===== src/rtl/memory_pool_health_monitor_defines.svh =====
// Assertion macros for the memory pool health monitor.
// Used by memory_pool_health_monitor.sv; depends on nothing.
`ifndef MEMORY_POOL_HEALTH_MONITOR_DEFINES_SVH
`define MEMORY_POOL_HEALTH_MONITOR_DEFINES_SVH

// antecedent implies consequent in the same cycle
`define MPHM_ASSERT_IMP(lbl, clk, rstn, ante, cons, msg) \
    lbl: assert property (@(posedge clk) disable iff (!rstn) (ante) |-> (cons)) \
        else $error(msg);

// antecedent implies consequent in the next cycle
`define MPHM_ASSERT_NXT(lbl, clk, rstn, ante, cons, msg) \
    lbl: assert property (@(posedge clk) disable iff (!rstn) (ante) |=> (cons)) \
        else $error(msg);

`endif


===== src/rtl/mphm_pkg.sv =====
// Types and constants of the memory pool health monitor.
// No dependencies.
package mphm_pkg;

    localparam logic [1:0] KIND_SAMPLE   = 2'd0;
    localparam logic [1:0] KIND_RESET    = 2'd1;
    localparam logic [1:0] KIND_CONSUME  = 2'd2;
    localparam logic [1:0] KIND_RESERVED = 2'd3;

    localparam logic [2:0] REG_MIN_FREE_GATE   = 3'd0;
    localparam logic [2:0] REG_MIN_BLOCK_GATE  = 3'd1;
    localparam logic [2:0] REG_FRAG_SCALE_Q8   = 3'd2;
    localparam logic [2:0] REG_TRIGGER_PCT     = 3'd3;
    localparam logic [2:0] REG_CLEAR_PCT       = 3'd4;
    localparam logic [2:0] REG_BLOCK_LOW_BYTES = 3'd5;
    localparam logic [2:0] REG_COOLDOWN_MS     = 3'd6;
    localparam logic [2:0] REG_NOTICE_MS       = 3'd7;

    localparam logic [2:0] OP_FREE_PEAK  = 3'd0;
    localparam logic [2:0] OP_BLOCK_PEAK = 3'd1;
    localparam logic [2:0] OP_FREE_GATE  = 3'd2;
    localparam logic [2:0] OP_BLOCK_GATE = 3'd3;
    localparam logic [2:0] OP_PENALTY    = 3'd4;
    localparam logic [2:0] OP_END        = 3'd5;

    localparam logic [16:0] Q_ONE   = 17'd65536;
    localparam logic [6:0]  PCT_MAX = 7'd100;

    typedef enum logic [7:0] {
        S_IDLE  = 8'b0000_0001,
        S_PREP  = 8'b0000_0010,
        S_LOAD  = 8'b0000_0100,
        S_DIV   = 8'b0000_1000,
        S_POST  = 8'b0001_0000,
        S_MUL   = 8'b0010_0000,
        S_ROUND = 8'b0100_0000,
        S_FIN   = 8'b1000_0000
    } t_state;

endpackage


===== src/rtl/memory_pool_health_monitor.sv =====
// Memory pool health monitor top level: sequencer around one shared radix-2 divider.
// Depends on mphm_pkg and memory_pool_health_monitor_defines.svh.
//
// One item is taken at a time. A sample that passes the interval gate, and a
// peak reset, run up to five divisions through one restoring divider that
// produces one quotient bit per cycle over a POOL_BITS+24-bit dividend, then
// a multiply and a rounding step. Gated samples, consume items and reserved
// kinds skip the divider and go from S_PREP straight to S_FIN. A result
// register holds the last beat, so the next item is taken while it waits.
`include "memory_pool_health_monitor_defines.svh"
module memory_pool_health_monitor #(
    parameter int SAMPLE_INTERVAL_MS = 1000,
    parameter int NOTICE_MIN_DELTA   = 5,
    parameter int POOL_BITS          = 24
) (
    input  logic                       i_clk,
    input  logic                       i_rst_n,
    input  logic                       i_cfg_valid,
    output logic                       o_cfg_ready,
    input  logic [2:0]                 i_cfg_index,
    input  logic [31:0]                i_cfg_data,
    input  logic                       s_axis_tvalid,
    output logic                       s_axis_tready,
    // now_ms, free_bytes, largest_bytes, suppress_notice
    input  logic [((33+2*POOL_BITS+7)/8)*8-1:0] s_axis_tdata,
    // kind
    input  logic [1:0]                 s_axis_tuser,
    output logic                       m_axis_tvalid,
    input  logic                       m_axis_tready,
    // health_pct, sample_taken, request_pending, request_granted, notice_showing,
    // notice_improved, notice_delta, min_free_seen, min_block_seen
    output logic [((19+2*POOL_BITS+7)/8)*8-1:0] m_axis_tdata
);
    localparam int P     = POOL_BITS;
    localparam int DW    = P + 24;
    localparam int DENW  = P + 16;
    localparam int CW    = $clog2(DW + 1);
    localparam int OUT_W = ((19 + 2*P + 7) / 8) * 8;

    mphm_pkg::t_state r_state, n_state;

    logic [23:0] r_min_free_gate, r_min_block_gate, r_block_low;
    logic [15:0] r_frag_scale;
    logic [6:0]  r_trigger_pct, r_clear_pct;
    logic [31:0] r_cooldown, r_notice_ms;

    logic [1:0]   r_kind;
    logic [31:0]  r_now;
    logic [P-1:0] r_fr, r_lg;
    logic         r_supp;

    logic [6:0]   r_health, r_notice_change;
    logic [31:0]  r_last_sample, r_notice_start, r_last_notice, r_last_reset;
    logic         r_notice_rise, r_notice_on, r_req;
    logic [P-1:0] r_peak_free, r_peak_block, r_low_free, r_low_block;
    logic         r_taken;

    logic [2:0]      r_op;
    logic [DENW-1:0] r_den, r_rem;
    logic [DW-1:0]   r_dvd;
    logic [17:0]     r_quo;
    logic            r_ovf;
    logic [CW-1:0]   r_cnt;
    logic [16:0]     r_hmin, r_pen, r_h;
    logic [6:0]      r_pct;

    logic            r_ovalid;
    logic [OUT_W-1:0] r_odata;

    logic [DENW:0]   w_rem_sh;
    logic            w_ge;
    logic [16:0]     w_ratio;
    logic [33:0]     w_prod;
    logic [23:0]     w_rnd;
    logic [7:0]      w_pct8;
    logic            w_gates_on;
    logic            w_out_free;
    logic            w_interval_ok;
    logic [P-1:0]    w_pf0, w_pb0;

    assign o_cfg_ready    = 1'b1;
    assign s_axis_tready  = (r_state == mphm_pkg::S_IDLE);
    assign m_axis_tvalid  = r_ovalid;
    assign m_axis_tdata   = r_odata;
    assign w_out_free     = !r_ovalid || m_axis_tready;
    assign w_gates_on     = (r_min_free_gate != 24'd0) && (r_min_block_gate != 24'd0);
    assign w_interval_ok  = (r_now - r_last_sample) >= 32'(SAMPLE_INTERVAL_MS);

    assign w_rem_sh = {r_rem, r_dvd[DW-1]};
    assign w_ge     = w_rem_sh >= {1'b0, r_den};
    assign w_ratio  = (r_ovf || r_quo > {1'b0, mphm_pkg::Q_ONE}) ? mphm_pkg::Q_ONE
                                                                  : r_quo[16:0];
    assign w_prod   = r_hmin * r_pen;
    assign w_rnd    = {7'd0, r_h} * 24'd100 + 24'd32768;
    assign w_pct8   = w_rnd[23:16];

    assign w_pf0 = (r_peak_free == '0 || r_peak_block == '0) ? r_fr : r_peak_free;
    assign w_pb0 = (r_peak_free == '0 || r_peak_block == '0) ? r_lg : r_peak_block;

    always_comb begin
        n_state = r_state;
        unique case (r_state)
            mphm_pkg::S_IDLE: begin
                if (s_axis_tvalid) n_state = mphm_pkg::S_PREP;
            end
            mphm_pkg::S_PREP: begin
                if ((r_kind == mphm_pkg::KIND_SAMPLE && w_interval_ok) ||
                    r_kind == mphm_pkg::KIND_RESET) begin
                    n_state = mphm_pkg::S_LOAD;
                end else begin
                    n_state = mphm_pkg::S_FIN;
                end
            end
            mphm_pkg::S_LOAD: begin
                priority if (r_op == mphm_pkg::OP_END) n_state = mphm_pkg::S_MUL;
                else if ((r_op == mphm_pkg::OP_FREE_PEAK && r_peak_free == '0) ||
                         (r_op == mphm_pkg::OP_BLOCK_PEAK && r_peak_block == '0) ||
                         ((r_op == mphm_pkg::OP_FREE_GATE ||
                           r_op == mphm_pkg::OP_BLOCK_GATE) && !w_gates_on) ||
                         (r_op == mphm_pkg::OP_PENALTY && r_fr == '0))
                    n_state = mphm_pkg::S_LOAD;
                else n_state = mphm_pkg::S_DIV;
            end
            mphm_pkg::S_DIV: begin
                if (r_cnt == CW'(1)) n_state = mphm_pkg::S_POST;
            end
            mphm_pkg::S_POST:  n_state = mphm_pkg::S_LOAD;
            mphm_pkg::S_MUL:   n_state = mphm_pkg::S_ROUND;
            mphm_pkg::S_ROUND: n_state = mphm_pkg::S_FIN;
            mphm_pkg::S_FIN: begin
                if (w_out_free) n_state = mphm_pkg::S_IDLE;
            end
            default: n_state = mphm_pkg::S_IDLE;
        endcase
    end

    always_ff @(posedge i_clk) begin
        logic [6:0]  v_dabs;
        logic        v_up, v_clow, v_req, v_on, v_rise, v_grant;
        logic [31:0] v_start;
        logic [6:0]  v_chg, v_hl;
        if (!i_rst_n) begin
            r_state          <= mphm_pkg::S_IDLE;
            r_min_free_gate  <= 24'd32768;
            r_min_block_gate <= 24'd16384;
            r_frag_scale     <= 16'd256;
            r_trigger_pct    <= 7'd40;
            r_clear_pct      <= 7'd60;
            r_block_low      <= 24'd16384;
            r_cooldown       <= 32'd0;
            r_notice_ms      <= 32'd2000;
            r_health         <= mphm_pkg::PCT_MAX;
            r_notice_change  <= 7'd0;
            r_last_sample    <= 32'd0;
            r_notice_start   <= 32'd0;
            r_last_notice    <= 32'd0;
            r_last_reset     <= 32'd0;
            r_notice_rise    <= 1'b0;
            r_notice_on      <= 1'b0;
            r_req            <= 1'b0;
            r_peak_free      <= '0;
            r_peak_block     <= '0;
            r_low_free       <= '0;
            r_low_block      <= '0;
            r_ovalid         <= 1'b0;
            r_taken          <= 1'b0;
            r_op             <= mphm_pkg::OP_FREE_PEAK;
            r_cnt            <= '0;
            r_hmin           <= mphm_pkg::Q_ONE;
        end else begin
            r_state <= n_state;
            if (i_cfg_valid) begin
                unique case (i_cfg_index)
                    mphm_pkg::REG_MIN_FREE_GATE:   r_min_free_gate  <= i_cfg_data[23:0];
                    mphm_pkg::REG_MIN_BLOCK_GATE:  r_min_block_gate <= i_cfg_data[23:0];
                    mphm_pkg::REG_FRAG_SCALE_Q8:   r_frag_scale     <= i_cfg_data[15:0];
                    mphm_pkg::REG_TRIGGER_PCT:     r_trigger_pct    <= i_cfg_data[6:0];
                    mphm_pkg::REG_CLEAR_PCT:       r_clear_pct      <= i_cfg_data[6:0];
                    mphm_pkg::REG_BLOCK_LOW_BYTES: r_block_low      <= i_cfg_data[23:0];
                    mphm_pkg::REG_COOLDOWN_MS:     r_cooldown       <= i_cfg_data;
                    mphm_pkg::REG_NOTICE_MS:       r_notice_ms      <= i_cfg_data;
                    default: ;
                endcase
            end
            if (m_axis_tready && !(r_state == mphm_pkg::S_FIN && w_out_free))
                r_ovalid <= 1'b0;

            unique case (r_state)
                mphm_pkg::S_IDLE: begin
                    if (s_axis_tvalid) begin
                        r_kind <= s_axis_tuser;
                        r_now  <= s_axis_tdata[31:0];
                        r_fr   <= s_axis_tdata[32 +: P];
                        r_lg   <= s_axis_tdata[32+P +: P];
                        r_supp <= s_axis_tdata[32+2*P];
                    end
                end
                mphm_pkg::S_PREP: begin
                    r_taken <= (r_kind == mphm_pkg::KIND_SAMPLE) && w_interval_ok;
                    r_op    <= mphm_pkg::OP_FREE_PEAK;
                    r_hmin  <= mphm_pkg::Q_ONE;
                    r_pen   <= '0;
                    if (r_kind == mphm_pkg::KIND_SAMPLE && w_interval_ok) begin
                        r_last_sample <= r_now;
                        r_peak_free   <= (r_fr > w_pf0) ? r_fr : w_pf0;
                        r_peak_block  <= (r_lg > w_pb0) ? r_lg : w_pb0;
                        if (r_low_free == '0 || r_fr < r_low_free) r_low_free <= r_fr;
                        if (r_low_block == '0 || r_lg < r_low_block) r_low_block <= r_lg;
                    end else if (r_kind == mphm_pkg::KIND_RESET) begin
                        r_peak_free  <= r_fr;
                        r_peak_block <= r_lg;
                        r_low_free   <= r_fr;
                        r_low_block  <= r_lg;
                    end
                end
                mphm_pkg::S_LOAD: begin
                    r_rem <= '0;
                    r_quo <= '0;
                    r_ovf <= 1'b0;
                    r_cnt <= CW'(DW);
                    unique case (r_op)
                        mphm_pkg::OP_FREE_PEAK: begin
                            r_dvd <= DW'({r_fr, 16'd0});
                            r_den <= DENW'(r_peak_free);
                            if (r_peak_free == '0) r_hmin <= '0;
                        end
                        mphm_pkg::OP_BLOCK_PEAK: begin
                            r_dvd <= DW'({r_lg, 16'd0});
                            r_den <= DENW'(r_peak_block);
                            if (r_peak_block == '0) r_hmin <= '0;
                        end
                        mphm_pkg::OP_FREE_GATE: begin
                            r_dvd <= DW'({r_fr, 16'd0});
                            r_den <= DENW'(r_min_free_gate);
                        end
                        mphm_pkg::OP_BLOCK_GATE: begin
                            r_dvd <= DW'({r_lg, 16'd0});
                            r_den <= DENW'(r_min_block_gate);
                        end
                        mphm_pkg::OP_PENALTY: begin
                            r_dvd <= {r_lg, 24'd0};
                            r_den <= r_fr * ((r_frag_scale == 16'd0) ? 16'd1 : r_frag_scale);
                        end
                        default: ;
                    endcase
                    if (n_state == mphm_pkg::S_LOAD) r_op <= r_op + 3'd1;
                end
                mphm_pkg::S_DIV: begin
                    r_rem <= w_ge ? DENW'(w_rem_sh - {1'b0, r_den}) : DENW'(w_rem_sh);
                    r_dvd <= {r_dvd[DW-2:0], 1'b0};
                    r_quo <= {r_quo[16:0], w_ge};
                    r_ovf <= r_ovf | r_quo[17];
                    r_cnt <= r_cnt - CW'(1);
                end
                mphm_pkg::S_POST: begin
                    if (r_op == mphm_pkg::OP_PENALTY) r_pen <= w_ratio;
                    else if (w_ratio < r_hmin) r_hmin <= w_ratio;
                    r_op <= r_op + 3'd1;
                end
                mphm_pkg::S_MUL: r_h <= w_prod[32:16];
                mphm_pkg::S_ROUND: begin
                    r_pct <= (w_pct8 > 8'd100) ? mphm_pkg::PCT_MAX : w_pct8[6:0];
                end
                mphm_pkg::S_FIN: begin
                    if (w_out_free) begin
                        v_req   = r_req;
                        v_on    = r_notice_on;
                        v_rise  = r_notice_rise;
                        v_chg   = r_notice_change;
                        v_start = r_notice_start;
                        v_hl    = r_health;
                        v_grant = 1'b0;
                        v_up    = r_pct > r_health;
                        v_dabs  = v_up ? (r_pct - r_health) : (r_health - r_pct);
                        v_clow  = 32'(r_lg) < 32'(r_block_low);
                        if (r_kind == mphm_pkg::KIND_SAMPLE && r_taken) begin
                            v_hl = r_pct;
                            if (!r_req) begin
                                if (r_pct <= r_trigger_pct && v_clow &&
                                    (r_last_reset == 32'd0 ||
                                     (r_now - r_last_reset) >= r_cooldown))
                                    v_req = 1'b1;
                            end else if (r_pct >= r_clear_pct && !v_clow) begin
                                v_req = 1'b0;
                            end
                            if (v_dabs != 7'd0 && v_dabs >= 7'(NOTICE_MIN_DELTA) &&
                                (r_now - r_last_notice) >= r_notice_ms) begin
                                v_chg   = v_dabs;
                                v_rise  = v_up;
                                v_on    = 1'b1;
                                v_start = r_now;
                                r_last_notice <= r_now;
                            end
                        end else if (r_kind == mphm_pkg::KIND_RESET) begin
                            v_hl  = r_pct;
                            v_req = 1'b0;
                            r_last_reset <= r_now;
                            if (r_supp) begin
                                v_on  = 1'b0;
                                v_chg = 7'd0;
                                v_rise = 1'b0;
                                r_last_notice <= r_now;
                                r_last_sample <= r_now;
                            end
                        end else if (r_kind == mphm_pkg::KIND_CONSUME) begin
                            v_grant = r_req;
                            v_req   = 1'b0;
                        end
                        if (v_on && (r_now - v_start) >= r_notice_ms) v_on = 1'b0;
                        r_health        <= v_hl;
                        r_req           <= v_req;
                        r_notice_on     <= v_on;
                        r_notice_rise   <= v_rise;
                        r_notice_change <= v_chg;
                        r_notice_start  <= v_start;
                        r_ovalid        <= 1'b1;
                        r_odata <= OUT_W'({r_low_block, r_low_free, v_chg, v_rise, v_on,
                                           v_grant, v_req,
                                           (r_kind == mphm_pkg::KIND_SAMPLE) && r_taken,
                                           v_hl});
                    end
                end
                default: ;
            endcase
        end
    end

    `MPHM_ASSERT_IMP(a_health_range, i_clk, i_rst_n, 1'b1, r_health <= mphm_pkg::PCT_MAX,
        "health above 100")
    `MPHM_ASSERT_IMP(a_min_range, i_clk, i_rst_n, 1'b1, r_hmin <= mphm_pkg::Q_ONE,
        "ratio minimum above one")
    `MPHM_ASSERT_IMP(a_div_count, i_clk, i_rst_n, r_state == mphm_pkg::S_DIV,
        r_cnt != '0, "divider ran past its last bit")
    `MPHM_ASSERT_NXT(a_fin_out, i_clk, i_rst_n,
        r_state == mphm_pkg::S_FIN && w_out_free, r_ovalid,
        "finished item produced no beat")

endmodule


===== config.mk =====
export PLATFORM = sky130hd
export DESIGN_NAME = memory_pool_health_monitor
export DESIGN_NICKNAME = d
export VERILOG_FILES = /design/src/rtl/mphm_pkg.sv /design/src/rtl/memory_pool_health_monitor.sv
export VERILOG_INCLUDE_DIRS = /design/src /design/src/rtl
export SDC_FILE = /design/constraint.sdc
export NUM_CORES = 2
export LEC_CHECK = 0
export BUFFER_PORTS_ARGS = -buffer_cell sky130_fd_sc_hd__buf_2
export CORE_UTILIZATION = 60
export CTS_BUF_LIST = sky130_fd_sc_hd__clkbuf_8
export DETAILED_ROUTE_END_ITERATION = 7
export GPL_TIMING_DRIVEN = 1
export PLACE_DENSITY = 0.8
export SYNTH_ARGS = -nofsm -noshare
export SYNTH_HDL_FRONTEND = slang
export SYNTH_SLANG_ARGS = --single-unit

===== constraint.sdc =====
create_clock -name i_clk -period 9.4 [get_ports i_clk]
set_clock_uncertainty 0.15 [all_clocks]
set_input_delay 0.47 -clock i_clk [delete_from_list [all_inputs] [get_ports i_clk]]
set_output_delay 0.47 -clock i_clk [all_outputs]
set_load 0.01 [all_outputs]

==> impl_metrics.toml <==
[yosys]
synth_area_leader_cell = "fa_1"
synth-seq-cells = 765
synth.avg_cell_area_um2 = 8.84
synth.top_cell.area_share_pct = 16.2
synth_cell_type_count = 97
async_flop_share_pct = 0
synth_cells = 7598
yosysMostFrequentCell = "nand2_1"
synth_area_leaders = "fa_1 (16%), edfxtp_1 (14%), dfxtp_1 (13%), ha_1 (13%), nand2_1 (7.4%)"
synth_edf_count = 322
syn_area_um2 = 67200
synth_warnings = 0
ys_dominant_reg_cell = "dfxtp_1"
yosysSeqAreaShare_pct = 27.6
yosys-top-cells-count = "nand2_1 (1323), inv_1 (1002), ha_1 (695)"

[timing]
hold_violations = 0
tightest_slew_ns = 1.35
setup_viol = 2
fmax_mhz = 101
relSlewSlack_pct = 10.0
setup_tns_ns = -0.899
timing.final.ws_setup_ns = -0.471
fin_crit_sh_pct = 105
whs_ns = 0.0599
fin_crit_ns = 9.87
rsz0062_at_grt = "true"
slew_viol_final = 0

[drt]
num_vias = 56457
detail-route-antenna-nets = 0
vias_per_cell = 5.91
drc = 9
wl_per_cell_um = 20.2
drtIter0Drc = 5209
drt_wl_total_um = 193000
first_pass_iters = 8

[setup_path]
slowest_stage = "a2111oi_4"
rrSetupSlack_ns = -0.47
arrival_ns = 10.48
cp.depth = 59
startpoint_type = "flip-flop"
cp-end-kind = "flip-flop"
critPathMostFrequentCell = "a21oi_2"
critical_path.top_delay_family = "compound AO/OA/AOI/OAI gates"
r2r-start = "r_now[0]$_DFFE_PP_"
path_class = "flip-flop to flip-flop"
slowest_delay_ns = 0.42
critPathMaxFanout = 4
crit_required_ns = 10.00
crit_buf_inv = 6
ff2ff_path_depth = 59
r2r-end = "r_notice_on$_SDFFE_PN0P_"

[min_path]
whs_path_depth = 5
min_from = "i_cfg_index[1]"
whs_endpoint = "r_notice_ms[27]$_SDFFE_PN0P_"
hold_path_class = "input pin to flip-flop"

[clock_tree]
cts.sinks = 765
cts_max_level = 4
clock_latency_ns = 0.87
clkSlewWorstSetupHoldPaths_ns = 0.06
numCtsBuffers = 133
root_buffer = "clkbuf_8"
cts_buffer_depth = 3
cts_tree = "built"

[grt]
overflow = 0
first_global_vias = 56013
grt_max_degree = 194
grt_antenna_before_repair = 8
grt_pass1_wl_um = 302000
track_usage_pct = 34.0

[placed_design]
gp_congestion = 0.983
dp_slack_ns = -1.10
io_buffer_count = 191
dpl.hpwl_um = 143000

[floorplan]
initial_core_util_pct = 60.6
core_um2 = 111000
die_x_um = 337
rows = 122
die_y_um = 337
num_io_pins = 205
die_area_um2 = 113000

[finish]
finalNetCount = 9317
drive_above_1_share_pct = 9.37
final_util_pct = 67.6
areaGrowthSynthToFinish_pct = 11.5

[job]
maxCapViolations = 0

[power]
p_clk_share_pct = 39.9
switching_power_mw = 2.45
p_int_mw = 5.83
vdd_drop_max_mv = 0.141
p_total_mw = 8.27
p_sw_share_pct = 29.6
cellPowerDensity_nw_per_um2 = 110
power.share.sequential_pct = 43.4
combPwrFrac_pct = 16.7
p_leak_nw = 32.9

[run_status]
violations = "design-rule violations, negative setup slack"
outcome = "finished with violations"
[registers in the layout, summed over array words and instances (netlist names), 18 cells and up]
name,cells
r_now,32
r_min_block_gate,24
r_cooldown,32
r_notice_start,32
r_rem,40
r_block_low,24
r_min_free_gate,24
r_last_sample,32
r_low_block,24
r_lg,24
r_quo,18
r_peak_block,24
r_low_free,24
r_den,40
m_axis_tdata,67
r_fr,24
r_peak_free,24
r_last_reset,32
r_last_notice,32
r_dvd,32
r_notice_ms,32
[cell families (layout without fill, tap and decap cells)]
group	after synthesis	after routing	synth area share, %
adders and majority gates	1240	1240	29.2
and+or+nand+nor	2516	2516	16.9
xor gates and xnor gates	181	181	2.36
AOI/OAI and AO/OA	1276	1276	12.2
muxes	249	249	3.72
other	2	11	0.0112
DFF	765	765	27.6
buffers and inverters	1369	1824	7.96
[metrics by stage]
| step | cell area (um2) | cells |
|---|---|---|
| after floorplan | 67200 | 7602 |
| after detailed placement | 70400 | 9158 |
| after CTS | 74800 | 9538 |
| after global routing | 74900 | 9549 |
| after global placement | 70400 | 9158 |
| final | 74900 | 9550 |
[worst max path at each step]
stage,startpoint,endpoint,slack [ns]
after floorplan,r_now[0]$_DFFE_PP_,r_notice_on$_SDFFE_PN0P_,-0.07
after global placement,r_now[0]$_DFFE_PP_,r_notice_on$_SDFFE_PN0P_,-0.96
after detailed placement,r_now[0]$_DFFE_PP_,r_notice_on$_SDFFE_PN0P_,-1.10
after CTS,r_now[0]$_DFFE_PP_,r_notice_on$_SDFFE_PN0P_,-0.38
after global routing,r_now[0]$_DFFE_PP_,r_notice_on$_SDFFE_PN0P_,-1.05
final,r_now[0]$_DFFE_PP_,r_notice_on$_SDFFE_PN0P_,-0.47
[tightest hold or removal path: cells and delay by family]
kind                   cells  cell delay [ns]
and+or+nand+nor            3             0.34
AOI/OAI and AO/OA          1             0.05
buffers and inverters      1             0.16
[per-layer routing]
| metal | track usage, % | part of all wire (%) |
|---|---|---|
| met1 | 43.5 | 39 |
| met2 | 54.5 | 45 |
| met3 | 8.31 | 11 |
| met4 | 15.2 | 4.7 |
| met5 | 0 | 0.013 |
[power groups by stage]
stage | registers [mW] | clock network (mW) | logic [mW]
final | 3.59 | 3.30 | 1.38
after global placement | 3.65 | 0 | 1.24
after global routing | 3.59 | 3.47 | 1.52
after floorplan | 3.61 | 0 | 0.906
after detailed placement | 3.65 | 0 | 1.28
after CTS | 3.58 | 3.32 | 1.35
[cell usage in the layout, fill, tap and decap left out, types with 112 or more instances in the layout]
cell type	instances
mux2i_1	239
o21ai_0	171
buf_2	190
and2_1	240
clkbuf_8	145
nor2_1	378
buf_4	262
dfxtp_1	443
edfxtp_1	322
xnor2_1	112
inv_1	1042
fa_1	543
nand2_1	1322
a21o_1	158
dlygate4sd3_1	120
a21oi_1	486
ha_1	693
[final cells by class]
type / instances / area (um2)
Sequential cell: 765 / 18500
Clock inverter: 100 / 820
Antenna cell: 5 / 12.5
Tap cell: 1488 / 1860
Inverter: 1003 / 3770
Multi-Input combinational cell: 5468 / 43700
Fill cell: 8466 / 35900
Timing Repair Buffer: 576 / 4180
Clock buffer: 145 / 2000
[timing repair]
action,CTS,global route
resized for setup,52,18
buffers inserted,15,7
endpoints found under the setup margin,2,2
endpoints found under the hold margin,272,0
hold buffers,120,0
pin swaps,40,23
Power figures use the tool's default switching activity.
